**src/design/srp_pkg.sv**
```systemverilog
// Shared types, constants and functions for the snapshot record parser.
`default_nettype none
package srp_pkg;

    localparam logic [63:0] CRC_POLY_REFL = 64'h95AC9329AC4BC9B5;
    localparam logic [4:0]  MIN_TOTAL     = 5'd17;
    localparam int          QDEPTH        = 4;
    localparam int          QPTR_W        = $clog2(QDEPTH);

    localparam logic [7:0] OP_AUX    = 8'hFA;
    localparam logic [7:0] OP_RESIZE = 8'hFB;
    localparam logic [7:0] OP_EXPIRE = 8'hFC;
    localparam logic [7:0] OP_SELECT = 8'hFE;
    localparam logic [7:0] OP_EOF    = 8'hFF;
    localparam logic [7:0] TYPE_STR  = 8'h00;
    localparam logic [7:0] LEN_MASK  = 8'hC0;
    localparam logic [7:0] LEN_6BIT  = 8'h00;
    localparam logic [7:0] LEN_14BIT = 8'h40;
    localparam logic [7:0] LEN_32BIT = 8'h80;
    localparam logic [7:0] LEN_64BIT = 8'h81;
    localparam logic [7:0] LEN_LOW   = 8'h3F;

    localparam logic [2:0] EV_START = 3'd0;
    localparam logic [2:0] EV_KEY   = 3'd1;
    localparam logic [2:0] EV_VALUE = 3'd2;
    localparam logic [2:0] EV_END   = 3'd3;
    localparam logic [2:0] EV_FINAL = 3'd4;

    localparam logic [1:0] ST_OK      = 2'd0;
    localparam logic [1:0] ST_SHORT   = 2'd1;
    localparam logic [1:0] ST_CRC_BAD = 2'd2;
    localparam logic [1:0] ST_FORMAT  = 2'd3;

    // Item passed from the front end to the parser.
    typedef struct packed {
        logic        has_byte;
        logic [7:0]  data_byte;
        logic        is_final;
        logic        too_short;
        logic        crc_bad;
        logic [63:0] window;
    } srp_token_t;

    function automatic logic [7:0] srp_magic(input logic [3:0] idx);
        logic [7:0] m;
        case (idx)
            4'd0:    m = 8'h52;
            4'd1:    m = 8'h45;
            4'd2:    m = 8'h44;
            4'd3:    m = 8'h49;
            4'd4:    m = 8'h53;
            4'd5:    m = 8'h30;
            4'd6:    m = 8'h30;
            4'd7:    m = 8'h30;
            4'd8:    m = 8'h36;
            default: m = 8'h00;
        endcase
        return m;
    endfunction

    function automatic logic [63:0] srp_crc_byte(input logic [63:0] crc, input logic [7:0] b);
        logic [63:0] c;
        c = crc ^ {56'd0, b};
        for (int i = 0; i < 8; i++) begin
            c = (c >> 1) ^ (c[0] ? CRC_POLY_REFL : 64'd0);
        end
        return c;
    endfunction

endpackage
`default_nettype wire

```
**src/design/srp_front.sv**
```systemverilog
// Front end: delay window, running CRC and byte count; pushes parser items.
`default_nettype none
module srp_front (
    input  wire logic               clk,
    input  wire logic               rst_n,
    input  wire logic               accept,
    input  wire logic [7:0]         in_byte,
    input  wire logic               final_byte,
    output srp_pkg::srp_token_t     token,
    output logic                    push
);
    import srp_pkg::*;

    logic [7:0]  win_reg [8];
    logic [7:0]  win_next [8];
    logic [3:0]  fill_reg, fill_next;
    logic [4:0]  cnt_reg, cnt_next;
    logic [63:0] crc_reg, crc_next;
    logic [63:0] stored;
    logic        full;

    always_comb
    begin
        full = (fill_reg >= 4'd8);
        for (int i = 0; i < 8; i++)
        begin
            win_next[i] = win_reg[i];
        end
        if (full)
        begin
            for (int i = 0; i < 7; i++)
            begin
                win_next[i] = win_reg[i + 1];
            end
            win_next[7] = in_byte;
            fill_next   = fill_reg;
            crc_next    = srp_crc_byte(crc_reg, win_reg[0]);
        end
        else
        begin
            win_next[fill_reg[2:0]] = in_byte;
            fill_next = fill_reg + 4'd1;
            crc_next  = crc_reg;
        end
        cnt_next = (cnt_reg < MIN_TOTAL) ? cnt_reg + 5'd1 : cnt_reg;
        stored = {win_next[7], win_next[6], win_next[5], win_next[4],
                  win_next[3], win_next[2], win_next[1], win_next[0]};
        token.has_byte  = full;
        token.data_byte = win_reg[0];
        token.is_final  = final_byte;
        token.too_short = (cnt_next < MIN_TOTAL);
        token.crc_bad   = (crc_next != stored);
        token.window    = stored;
        push = accept && (full || final_byte);
    end

    always_ff @(posedge clk or negedge rst_n)
    begin
        if (!rst_n)
        begin
            for (int i = 0; i < 8; i++)
            begin
                win_reg[i] <= 8'd0;
            end
            fill_reg <= 4'd0;
            cnt_reg  <= 5'd0;
            crc_reg  <= 64'd0;
        end
        else if (accept)
        begin
            if (final_byte)
            begin
                for (int i = 0; i < 8; i++)
                begin
                    win_reg[i] <= 8'd0;
                end
                fill_reg <= 4'd0;
                cnt_reg  <= 5'd0;
                crc_reg  <= 64'd0;
            end
            else
            begin
                win_reg  <= win_next;
                fill_reg <= fill_next;
                cnt_reg  <= cnt_next;
                crc_reg  <= crc_next;
            end
        end
    end
endmodule
`default_nettype wire

```
**src/design/srp_queue.sv**
```systemverilog
// Short queue of parser items between the front end and the parser.
`default_nettype none
module srp_queue (
    input  wire logic                clk,
    input  wire logic                rst_n,
    input  wire logic                push,
    input  wire srp_pkg::srp_token_t push_token,
    input  wire logic                pop,
    output srp_pkg::srp_token_t      head,
    output logic                     not_empty,
    output logic                     not_full
);
    import srp_pkg::*;

    srp_token_t            mem_reg [QDEPTH];
    logic [QPTR_W-1:0]     wr_reg, rd_reg;
    logic [QPTR_W:0]       cnt_reg;

    assign head      = mem_reg[rd_reg];
    assign not_empty = (cnt_reg != '0);
    assign not_full  = (cnt_reg != (QPTR_W + 1)'(QDEPTH));

    always_ff @(posedge clk)
    begin
        if (push)
        begin
            mem_reg[wr_reg] <= push_token;
        end
    end

    always_ff @(posedge clk or negedge rst_n)
    begin
        if (!rst_n)
        begin
            wr_reg  <= '0;
            rd_reg  <= '0;
            cnt_reg <= '0;
        end
        else
        begin
            if (push)
            begin
                wr_reg <= wr_reg + 1'b1;
            end
            if (pop)
            begin
                rd_reg <= rd_reg + 1'b1;
            end
            if (push && !pop)
            begin
                cnt_reg <= cnt_reg + 1'b1;
            end
            else if (pop && !push)
            begin
                cnt_reg <= cnt_reg - 1'b1;
            end
        end
    end
endmodule
`default_nettype wire

```
**src/design/srp_back.sv**
```systemverilog
// Back end: record parser, checksum drain and registered event output.
`default_nettype none
module srp_back (
    input  wire logic                clk,
    input  wire logic                rst_n,
    input  wire srp_pkg::srp_token_t head,
    input  wire logic                head_valid,
    output logic                     pop,
    output logic                     out_valid,
    input  wire logic                out_ready,
    output logic [2:0]               event_kind,
    output logic [7:0]               out_byte,
    output logic                     has_expiry,
    output logic [63:0]              expiry_ms,
    output logic [1:0]               status,
    output logic                     last_result
);
    import srp_pkg::*;

    typedef enum logic [3:0] {
        PH_HEADER, PH_OP, PH_EXPIRY, PH_TYPE, PH_AUXK_LEN, PH_AUXV_LEN,
        PH_SEL_LEN, PH_RSZ1_LEN, PH_RSZ2_LEN, PH_KEY_LEN, PH_VAL_LEN,
        PH_AUXK_STR, PH_AUXV_STR, PH_KEY_STR, PH_VAL_STR
    } phase_t;

    phase_t      phase_reg, phase_next;
    logic [3:0]  hdr_reg, hdr_next;
    logic [63:0] lacc_reg, lacc_next;
    logic [3:0]  lleft_reg, lleft_next;
    logic [63:0] sleft_reg, sleft_next;
    logic [63:0] exp_reg, exp_next;
    logic        expp_reg, expp_next;
    logic        fmt_reg, fmt_next;
    logic        eof_reg, eof_next;
    logic        pend_reg, pend_next;
    logic        drn_reg, drn_next;
    logic [3:0]  didx_reg, didx_next;
    logic [63:0] dwin_reg, dwin_next;
    logic        dshort_reg, dshort_next;
    logic        dcrc_reg, dcrc_next;

    logic        ov_reg, ov_next;
    logic [2:0]  kind_reg, kind_next;
    logic [7:0]  ob_reg, ob_next;
    logic        hx_reg, hx_next;
    logic [63:0] em_reg, em_next;
    logic [1:0]  st_reg, st_next;
    logic        last_reg, last_next;

    logic        step, p_en, mid, ld_en, fin_fmt;
    logic [7:0]  b;
    logic [63:0] ld_len;

    assign out_valid   = ov_reg;
    assign event_kind  = kind_reg;
    assign out_byte    = ob_reg;
    assign has_expiry  = hx_reg;
    assign expiry_ms   = em_reg;
    assign status      = st_reg;
    assign last_result = last_reg;

    always_comb
    begin
        phase_next = phase_reg; hdr_next = hdr_reg; lacc_next = lacc_reg;
        lleft_next = lleft_reg; sleft_next = sleft_reg; exp_next = exp_reg;
        expp_next = expp_reg; fmt_next = fmt_reg; eof_next = eof_reg;
        pend_next = pend_reg; drn_next = drn_reg; didx_next = didx_reg;
        dwin_next = dwin_reg; dshort_next = dshort_reg; dcrc_next = dcrc_reg;
        ov_next = ov_reg; kind_next = kind_reg; ob_next = 8'd0; hx_next = 1'b0;
        em_next = 64'd0; st_next = ST_OK; last_next = 1'b0;
        pop = 1'b0; p_en = 1'b0; b = 8'd0; ld_en = 1'b0; ld_len = 64'd0;
        fin_fmt = 1'b0;
        step = !ov_reg || out_ready;
        mid  = !fmt_reg && !eof_reg && phase_reg != PH_OP && phase_reg != PH_HEADER;
        if (out_ready)
        begin
            ov_next = 1'b0;
        end

        if (step)
        begin
            if (pend_reg)
            begin
                ov_next = 1'b1; kind_next = EV_END; pend_next = 1'b0;
            end
            else if (drn_reg)
            begin
                if (!dshort_reg && !didx_reg[3] && mid)
                begin
                    p_en = 1'b1;
                    b = dwin_reg[{didx_reg[2:0], 3'b000} +: 8];
                    didx_next = didx_reg + 4'd1;
                end
                else
                begin
                    fin_fmt = fmt_reg || mid;
                    ov_next = 1'b1; kind_next = EV_FINAL; last_next = 1'b1;
                    st_next = dshort_reg ? ST_SHORT : dcrc_reg ? ST_CRC_BAD :
                              fin_fmt ? ST_FORMAT : ST_OK;
                    drn_next = 1'b0; phase_next = PH_HEADER; hdr_next = 4'd0;
                    lacc_next = 64'd0; lleft_next = 4'd0; sleft_next = 64'd0;
                    exp_next = 64'd0; expp_next = 1'b0; fmt_next = 1'b0;
                    eof_next = 1'b0;
                end
            end
            else if (head_valid)
            begin
                pop = 1'b1;
                p_en = head.has_byte;
                b = head.data_byte;
                if (head.is_final)
                begin
                    drn_next = 1'b1; didx_next = 4'd0; dwin_next = head.window;
                    dshort_next = head.too_short; dcrc_next = head.crc_bad;
                end
            end
        end

        if (p_en && !fmt_reg && !eof_reg)
        begin
            unique case (phase_reg)
                PH_HEADER:
                begin
                    if (b != srp_magic(hdr_reg))
                    begin
                        fmt_next = 1'b1;
                    end
                    else
                    begin
                        hdr_next = hdr_reg + 4'd1;
                        if (hdr_reg == 4'd8)
                        begin
                            phase_next = PH_OP;
                        end
                    end
                end
                PH_OP:
                begin
                    if (b == OP_AUX) phase_next = PH_AUXK_LEN;
                    else if (b == OP_SELECT) phase_next = PH_SEL_LEN;
                    else if (b == OP_RESIZE) phase_next = PH_RSZ1_LEN;
                    else if (b == OP_EOF) eof_next = 1'b1;
                    else if (b == OP_EXPIRE)
                    begin
                        expp_next = 1'b1; exp_next = 64'd0; lleft_next = 4'd8;
                        phase_next = PH_EXPIRY;
                    end
                    else if (b == TYPE_STR)
                    begin
                        expp_next = 1'b0;
                        ov_next = 1'b1; kind_next = EV_START;
                        phase_next = PH_KEY_LEN;
                    end
                    else fmt_next = 1'b1;
                end
                PH_EXPIRY:
                begin
                    exp_next = {b, exp_reg[63:8]};
                    lleft_next = (lleft_reg != 4'd0) ? lleft_reg - 4'd1 : 4'd0;
                    if (lleft_reg <= 4'd1)
                    begin
                        phase_next = PH_TYPE;
                    end
                end
                PH_TYPE:
                begin
                    if (b == TYPE_STR)
                    begin
                        ov_next = 1'b1; kind_next = EV_START;
                        hx_next = expp_reg; em_next = expp_reg ? exp_reg : 64'd0;
                        phase_next = PH_KEY_LEN;
                    end
                    else fmt_next = 1'b1;
                end
                PH_AUXK_STR, PH_AUXV_STR, PH_KEY_STR, PH_VAL_STR:
                begin
                    if (phase_reg == PH_KEY_STR)
                    begin
                        ov_next = 1'b1; kind_next = EV_KEY; ob_next = b;
                    end
                    else if (phase_reg == PH_VAL_STR)
                    begin
                        ov_next = 1'b1; kind_next = EV_VALUE; ob_next = b;
                    end
                    sleft_next = (sleft_reg != 64'd0) ? sleft_reg - 64'd1 : 64'd0;
                    if (sleft_reg <= 64'd1)
                    begin
                        if (phase_reg == PH_AUXK_STR) phase_next = PH_AUXV_LEN;
                        else if (phase_reg == PH_KEY_STR) phase_next = PH_VAL_LEN;
                        else
                        begin
                            if (phase_reg == PH_VAL_STR) pend_next = 1'b1;
                            phase_next = PH_OP;
                        end
                    end
                end
                default:
                begin
                    if (lleft_reg == 4'd0)
                    begin
                        if ((b & LEN_MASK) == LEN_6BIT)
                        begin
                            ld_en = 1'b1; ld_len = {56'd0, b & LEN_LOW};
                        end
                        else if ((b & LEN_MASK) == LEN_14BIT)
                        begin
                            lacc_next = {56'd0, b & LEN_LOW}; lleft_next = 4'd1;
                        end
                        else if (b == LEN_32BIT)
                        begin
                            lacc_next = 64'd0; lleft_next = 4'd4;
                        end
                        else if (b == LEN_64BIT)
                        begin
                            lacc_next = 64'd0; lleft_next = 4'd8;
                        end
                        else fmt_next = 1'b1;
                    end
                    else
                    begin
                        lacc_next = {lacc_reg[55:0], b};
                        lleft_next = lleft_reg - 4'd1;
                        if (lleft_reg == 4'd1)
                        begin
                            ld_en = 1'b1; ld_len = lacc_next;
                        end
                    end
                end
            endcase
        end

        // Length complete: pick the phase that follows the prefix.
        if (ld_en)
        begin
            unique case (phase_reg)
                PH_AUXK_LEN:
                begin
                    sleft_next = ld_len;
                    phase_next = (ld_len != 64'd0) ? PH_AUXK_STR : PH_AUXV_LEN;
                end
                PH_AUXV_LEN:
                begin
                    sleft_next = ld_len;
                    phase_next = (ld_len != 64'd0) ? PH_AUXV_STR : PH_OP;
                end
                PH_RSZ1_LEN: phase_next = PH_RSZ2_LEN;
                PH_KEY_LEN:
                begin
                    sleft_next = ld_len;
                    phase_next = (ld_len != 64'd0) ? PH_KEY_STR : PH_VAL_LEN;
                end
                PH_VAL_LEN:
                begin
                    sleft_next = ld_len;
                    if (ld_len != 64'd0) phase_next = PH_VAL_STR;
                    else
                    begin
                        ov_next = 1'b1; kind_next = EV_END; phase_next = PH_OP;
                    end
                end
                default: phase_next = PH_OP;
            endcase
        end
    end

    always_ff @(posedge clk or negedge rst_n)
    begin
        if (!rst_n)
        begin
            phase_reg <= PH_HEADER; hdr_reg <= 4'd0; lacc_reg <= 64'd0;
            lleft_reg <= 4'd0; sleft_reg <= 64'd0; exp_reg <= 64'd0;
            expp_reg <= 1'b0; fmt_reg <= 1'b0; eof_reg <= 1'b0;
            pend_reg <= 1'b0; drn_reg <= 1'b0; didx_reg <= 4'd0;
            dshort_reg <= 1'b0; dcrc_reg <= 1'b0; ov_reg <= 1'b0;
        end
        else
        begin
            phase_reg <= phase_next; hdr_reg <= hdr_next; lacc_reg <= lacc_next;
            lleft_reg <= lleft_next; sleft_reg <= sleft_next; exp_reg <= exp_next;
            expp_reg <= expp_next; fmt_reg <= fmt_next; eof_reg <= eof_next;
            pend_reg <= pend_next; drn_reg <= drn_next; didx_reg <= didx_next;
            dshort_reg <= dshort_next; dcrc_reg <= dcrc_next; ov_reg <= ov_next;
        end
    end

    always_ff @(posedge clk)
    begin
        dwin_reg <= dwin_next;
        if (step)
        begin
            kind_reg <= kind_next; ob_reg <= ob_next; hx_reg <= hx_next;
            em_reg <= em_next; st_reg <= st_next; last_reg <= last_next;
        end
    end
endmodule
`default_nettype wire

```
**src/design/snapshot_record_parser_core.sv**
```systemverilog
// Top level of the snapshot record parser.
//
//  channel | signals                                     | direction
//  --------+---------------------------------------------+----------
//  input   | in_valid, in_ready, in_byte, final_byte     | in
//  output  | out_valid, out_ready, event_kind, out_byte, | out
//          | has_expiry, expiry_ms, status, last_result  |
//
// An item is taken every cycle while the four-entry queue has room; the
// front end (window shift and one unrolled byte of CRC) sets that pace.
// The parser retires one queue entry per cycle while the output is not
// stalled; a value byte that closes its entry adds a separate end event, and
// the last item of a file adds a checksum drain and a status item.
// Reset is asynchronous and clears all control state; no clearing pass.
// A stalled output holds the parser; the queue lets the input run on.
`default_nettype none
module snapshot_record_parser_core (
    input  wire logic        clk,
    input  wire logic        rst_n,
    input  wire logic        in_valid,
    output logic             in_ready,
    input  wire logic [7:0]  in_byte,
    input  wire logic        final_byte,
    output logic             out_valid,
    input  wire logic        out_ready,
    output logic [2:0]       event_kind,
    output logic [7:0]       out_byte,
    output logic             has_expiry,
    output logic [63:0]      expiry_ms,
    output logic [1:0]       status,
    output logic             last_result
);
    import srp_pkg::*;

    srp_token_t push_token, head;
    logic       push, pop, q_valid, q_room;

    // Take an item whenever the queue can hold what it may produce.
    assign in_ready = q_room;

    srp_front u_front (
        .clk        (clk),
        .rst_n      (rst_n),
        .accept     (in_valid && in_ready),
        .in_byte    (in_byte),
        .final_byte (final_byte),
        .token      (push_token),
        .push       (push)
    );

    srp_queue u_queue (
        .clk        (clk),
        .rst_n      (rst_n),
        .push       (push),
        .push_token (push_token),
        .pop        (pop),
        .head       (head),
        .not_empty  (q_valid),
        .not_full   (q_room)
    );

    srp_back u_back (
        .clk         (clk),
        .rst_n       (rst_n),
        .head        (head),
        .head_valid  (q_valid),
        .pop         (pop),
        .out_valid   (out_valid),
        .out_ready   (out_ready),
        .event_kind  (event_kind),
        .out_byte    (out_byte),
        .has_expiry  (has_expiry),
        .expiry_ms   (expiry_ms),
        .status      (status),
        .last_result (last_result)
    );
endmodule
`default_nettype wire

```
**config.mk**
```make
export PLATFORM = sky130hd
export DESIGN_NAME = snapshot_record_parser_core
export DESIGN_NICKNAME = d
export VERILOG_FILES = /design/src/design/srp_pkg.sv /design/src/design/srp_front.sv /design/src/design/srp_queue.sv /design/src/design/srp_back.sv /design/src/design/snapshot_record_parser_core.sv
export SDC_FILE = /design/constraint.sdc
export NUM_CORES = 1
export LEC_CHECK = 0
export ABC_AREA = 1
export ABC_CLOCK_PERIOD_IN_PS = 14700
export BUFFER_PORTS_ARGS = -buffer_cell sky130_fd_sc_hd__buf_2
export CORE_ASPECT_RATIO = 1.1
export CORE_MARGIN = 2
export CORE_UTILIZATION = 40
export DETAILED_ROUTE_END_ITERATION = 7
export PLACE_DENSITY = 0.57
export SETUP_SLACK_MARGIN = 0.05
export SYNTH_ARGS = -nofsm -noshare
export SYNTH_HDL_FRONTEND = slang
export SYNTH_SLANG_ARGS = --single-unit
```
**constraint.sdc**
```tcl
create_clock -name clk -period 14.7 [get_ports clk]
set_clock_uncertainty 0.05 [all_clocks]
set_input_delay 0.735 -clock clk [delete_from_list [all_inputs] [get_ports clk]]
set_output_delay 0.735 -clock clk [all_outputs]
set_load 0.01 [all_outputs]
```
==> impl_metrics.json <==
{
  "grt_pass1_wl_mm": 184,
  "finalPower_uw": 9960,
  "tns_ps": 0,
  "finalNonFillerCells": 6119,
  "worstSetupEndpointType": "flop",
  "fmax_ghz": 0.204,
  "maxCapViolCount": 0,
  "syn2layout_area_growth_pct": 11.2,
  "hold_buffers": 0,
  "crit_required_ps": 15190,
  "syn_inst": 4680,
  "track_usage_pct": 22.6,
  "gp_congestion": 0.883,
  "largest_reg_flops": 304,
  "dpl.hpwl_mm": 78.8,
  "die_x_um": 309,
  "place_area_mm2": 0.0424,
  "routed_wl_mm": 121,
  "crit_chain": "inv_1 -> nor2_1 -> nor2_1 -> inv_1 -> nor3_1 -> nand2_1 -> inv_2 -> nand2_4 -> a21oi_1 -> a21boi_1 -> inv_2 -> nor2_4 -> buf_4 -> inv_1 -> o21ai_0 -> inv_1",
  "relSlewSlack_pct": 6.78,
  "p_int_uw": 5460,
  "worstPathMaxFanout": 122,
  "p_leak_uw": 0.0197,
  "ys_seq_area_share_pct": 54.4,
  "setup_viol": 0,
  "report.final.hold_viol_count": 0,
  "ff2ff_path_depth": 16,
  "cts_tree": "built",
  "antenna_found_initial": 2,
  "seqPwrFrac_pct": 31.7,
  "drive_gt1_share_pct": 8.60,
  "synth_nets": 4713,
  "drt_first_pass_iters": 5,
  "cp.arrival_ps": 5400,
  "num_rows": 122,
  "die_area_mm2": 0.105,
  "avgSynthCellArea_um2": 8.73,
  "tightestPinTransition_ps": 1380,
  "hold_class": "primary input to asynchronous set/reset pin",
  "p_clk_share_pct": 23.2,
  "netlist_area_mm2": 0.0409,
  "htreeDepth": 3,
  "dieHeight_um": 339,
  "status": "completed",
  "p_comb_share_pct": 45.2,
  "vias": 32600,
  "r2r-end": "u_back.sleft_reg[5]",
  "synth_edf_count": 447,
  "pin_count": 94,
  "crit_slowest_cell": "buf_4",
  "cts_resized": 0,
  "cts_buffer_depth": 3,
  "fin_crit_sh_pct": 33.4,
  "route.detailed.drc": 0,
  "r2r_slack_ps": 9790,
  "core_mm2": 0.101,
  "switching_power_uw": 4500,
  "root_buffer": "clkbuf_16",
  "routedWlPerCell_um": 19.7,
  "critPathLaunchType": "flop",
  "diodes": 0,
  "synth_warnings": 0,
  "slowest_delay_ps": 760,
  "clk_pin_slew_worst_paths_ps": 60,
  "n_fill_cell": 9858,
  "cp-startpoint": "u_back.out_valid",
  "r2r_start": "u_back.out_valid",
  "cpLargestDelayFamily": "buffers and inverters",
  "place_inst": 5949,
  "slew_viol_final": 0,
  "async_flop_share_pct": 44.1,
  "path_class": "flop to flop",
  "power.density_mw_per_mm2": 219,
  "ys_types": 66,
  "timing.final.crit_period_ps": 4910,
  "postCtsSetupBuffers": 0,
  "swShare_pct": 45.2,
  "portBuffers": 93,
  "grt_max_degree": 123,
  "grt_overflow_total": 0,
  "synthFlopType": "edfxtp_1",
  "rsz0062_at_grt": "false",
  "clock_sinks": 799,
  "routed_via_density": 5.33,
  "fin_nets": 4711,
  "critPathMostFrequentCell": "inv_1",
  "ys_seq_elements": 799,
  "initial_core_util_pct": 40.5,
  "cts-buffers-inserted": 91,
  "cp_num_buf_inv": 7,
  "vdd_drop_max_mv": 0.428,
  "ant_nets": 0,
  "grt_pass1_vias": 30800,
  "clock_latency_ps": 680,
  "final_area_mm2": 0.0454,
  "drt_iter0_drc": 2669
}
final cells by class:
type	instances	area, um^2	area share, %
Sequential cell	799	22200	48.9
Multi-Input combinational cell	3073	15500	34.1
Clock buffer	120	2470	5.43
Inverter	576	2180	4.79
Tap cell	1364	1710	3.76
Timing Repair Buffer	137	806	1.77
Clock inverter	50	549	1.21
through the flow:
| stage | worst slack [ps] | hold WS [ps] | utilization [%] |
|---|---|---|---|
| after global routing | 9310 | 133 | 45.0 |
| after global placement | 9530 | 431 | 42.0 |
| after CTS | 9780 | 89.6 | 45.0 |
| after floorplan | 9290 | 389 | - |
| after detailed placement | 9470 | 438 | 42.0 |
| final | 9790 | 48.4 | 45.0 |
how the worst max path moves through the flow:
stage | to | slack (ps) | depth (start not counted)
after floorplan | u_queue.mem_reg[0][0] | 9290 | 6
after global placement | u_back.sleft_reg[5] | 9530 | 16
after detailed placement | u_back.sleft_reg[5] | 9470 | 16
after CTS | u_back.sleft_reg[5] | 9780 | 16
after global routing | u_back.sleft_reg[5] | 9310 | 16
final | u_back.sleft_reg[5] | 9790 | 16
routing by layer:
| metal | vias up | routed length, um | track usage [%] | share of wire, % |
|---|---|---|---|---|
| li1 | 15700 | - | - | - |
| met1 | 15800 | 52300 | 30.5 | 43 |
| met2 | 918 | 57700 | 37.5 | 48 |
| met3 | 209 | 6430 | 2.76 | 5.3 |
| met4 | 0 | 4080 | 8.10 | 3.4 |
| met5 | - | 0 | 0 | 0 |
power by group through the flow:
stage               logic, uW  clock network [uW]  registers [uW]
floorplan                3070                   0            3150
global placement         4420                   0            3190
detailed placement       4440                   0            3190
CTS                      4460                2350            3150
global route             4860                2440            3190
finish                   4500                2310            3150
kinds of logic after synthesis:
kind of cell / count (synthesis) / synth area share (%)
flip-flops: 799 / 54.4
adder cells (fa/ha/maj): 20 / 0.631
buffers and inverters: 808 / 7.85
AO/OA/AOI/OAI: 950 / 13.4
multiplexers: 1 / 0.0276
AND/OR/NAND/NOR: 1952 / 20.3
XOR/XNOR: 150 / 3.32
synthesized netlist by cell type (15+ instances only):
cell / instances / area, um^2
nand2_1: 992 / 3720
nor2_1: 551 / 2070
inv_1: 547 / 2050
o21ai_0: 454 / 2270
edfxtp_1: 447 / 13400
dfrtp_1: 352 / 8810
o22ai_1: 236 / 1480
nand3_1: 219 / 1100
clkbuf_1: 161 / 604
xor2_1: 128 / 1120
a21oi_1: 70 / 350
nand4_1: 56 / 350
o211ai_1: 56 / 420
a31oi_1: 46 / 288
buf_2: 33 / 165
nor3_1: 28 / 140
o21ai_1: 25 / 125
nand2_2: 22 / 138
inv_2: 21 / 78.8
ha_1: 19 / 238
nand2_4: 18 / 203
xnor2_1: 18 / 158
buf_1: 16 / 60.1
a22oi_1: 15 / 113
layout by cell type, fill, tap and decap left out, types with 17 or more instances in the layout:
cell type	instances
a21oi_1	70
a31oi_1	46
buf_2	92
buf_4	44
clkbuf_1	21
clkbuf_16	91
clkinv_1	17
clkinv_2	21
dfrtp_1	349
edfxtp_1	447
ha_1	19
inv_1	543
inv_2	21
nand2_1	989
nand2_2	23
nand2_4	20
nand3_1	218
nand4_1	56
nor2_1	543
nor3_1	28
o211ai_1	56
o21ai_0	454
o21ai_1	25
o22ai_1	236
xnor2_1	18
xor2_1	128
Note: power is estimated with default switching activity, not from simulation.
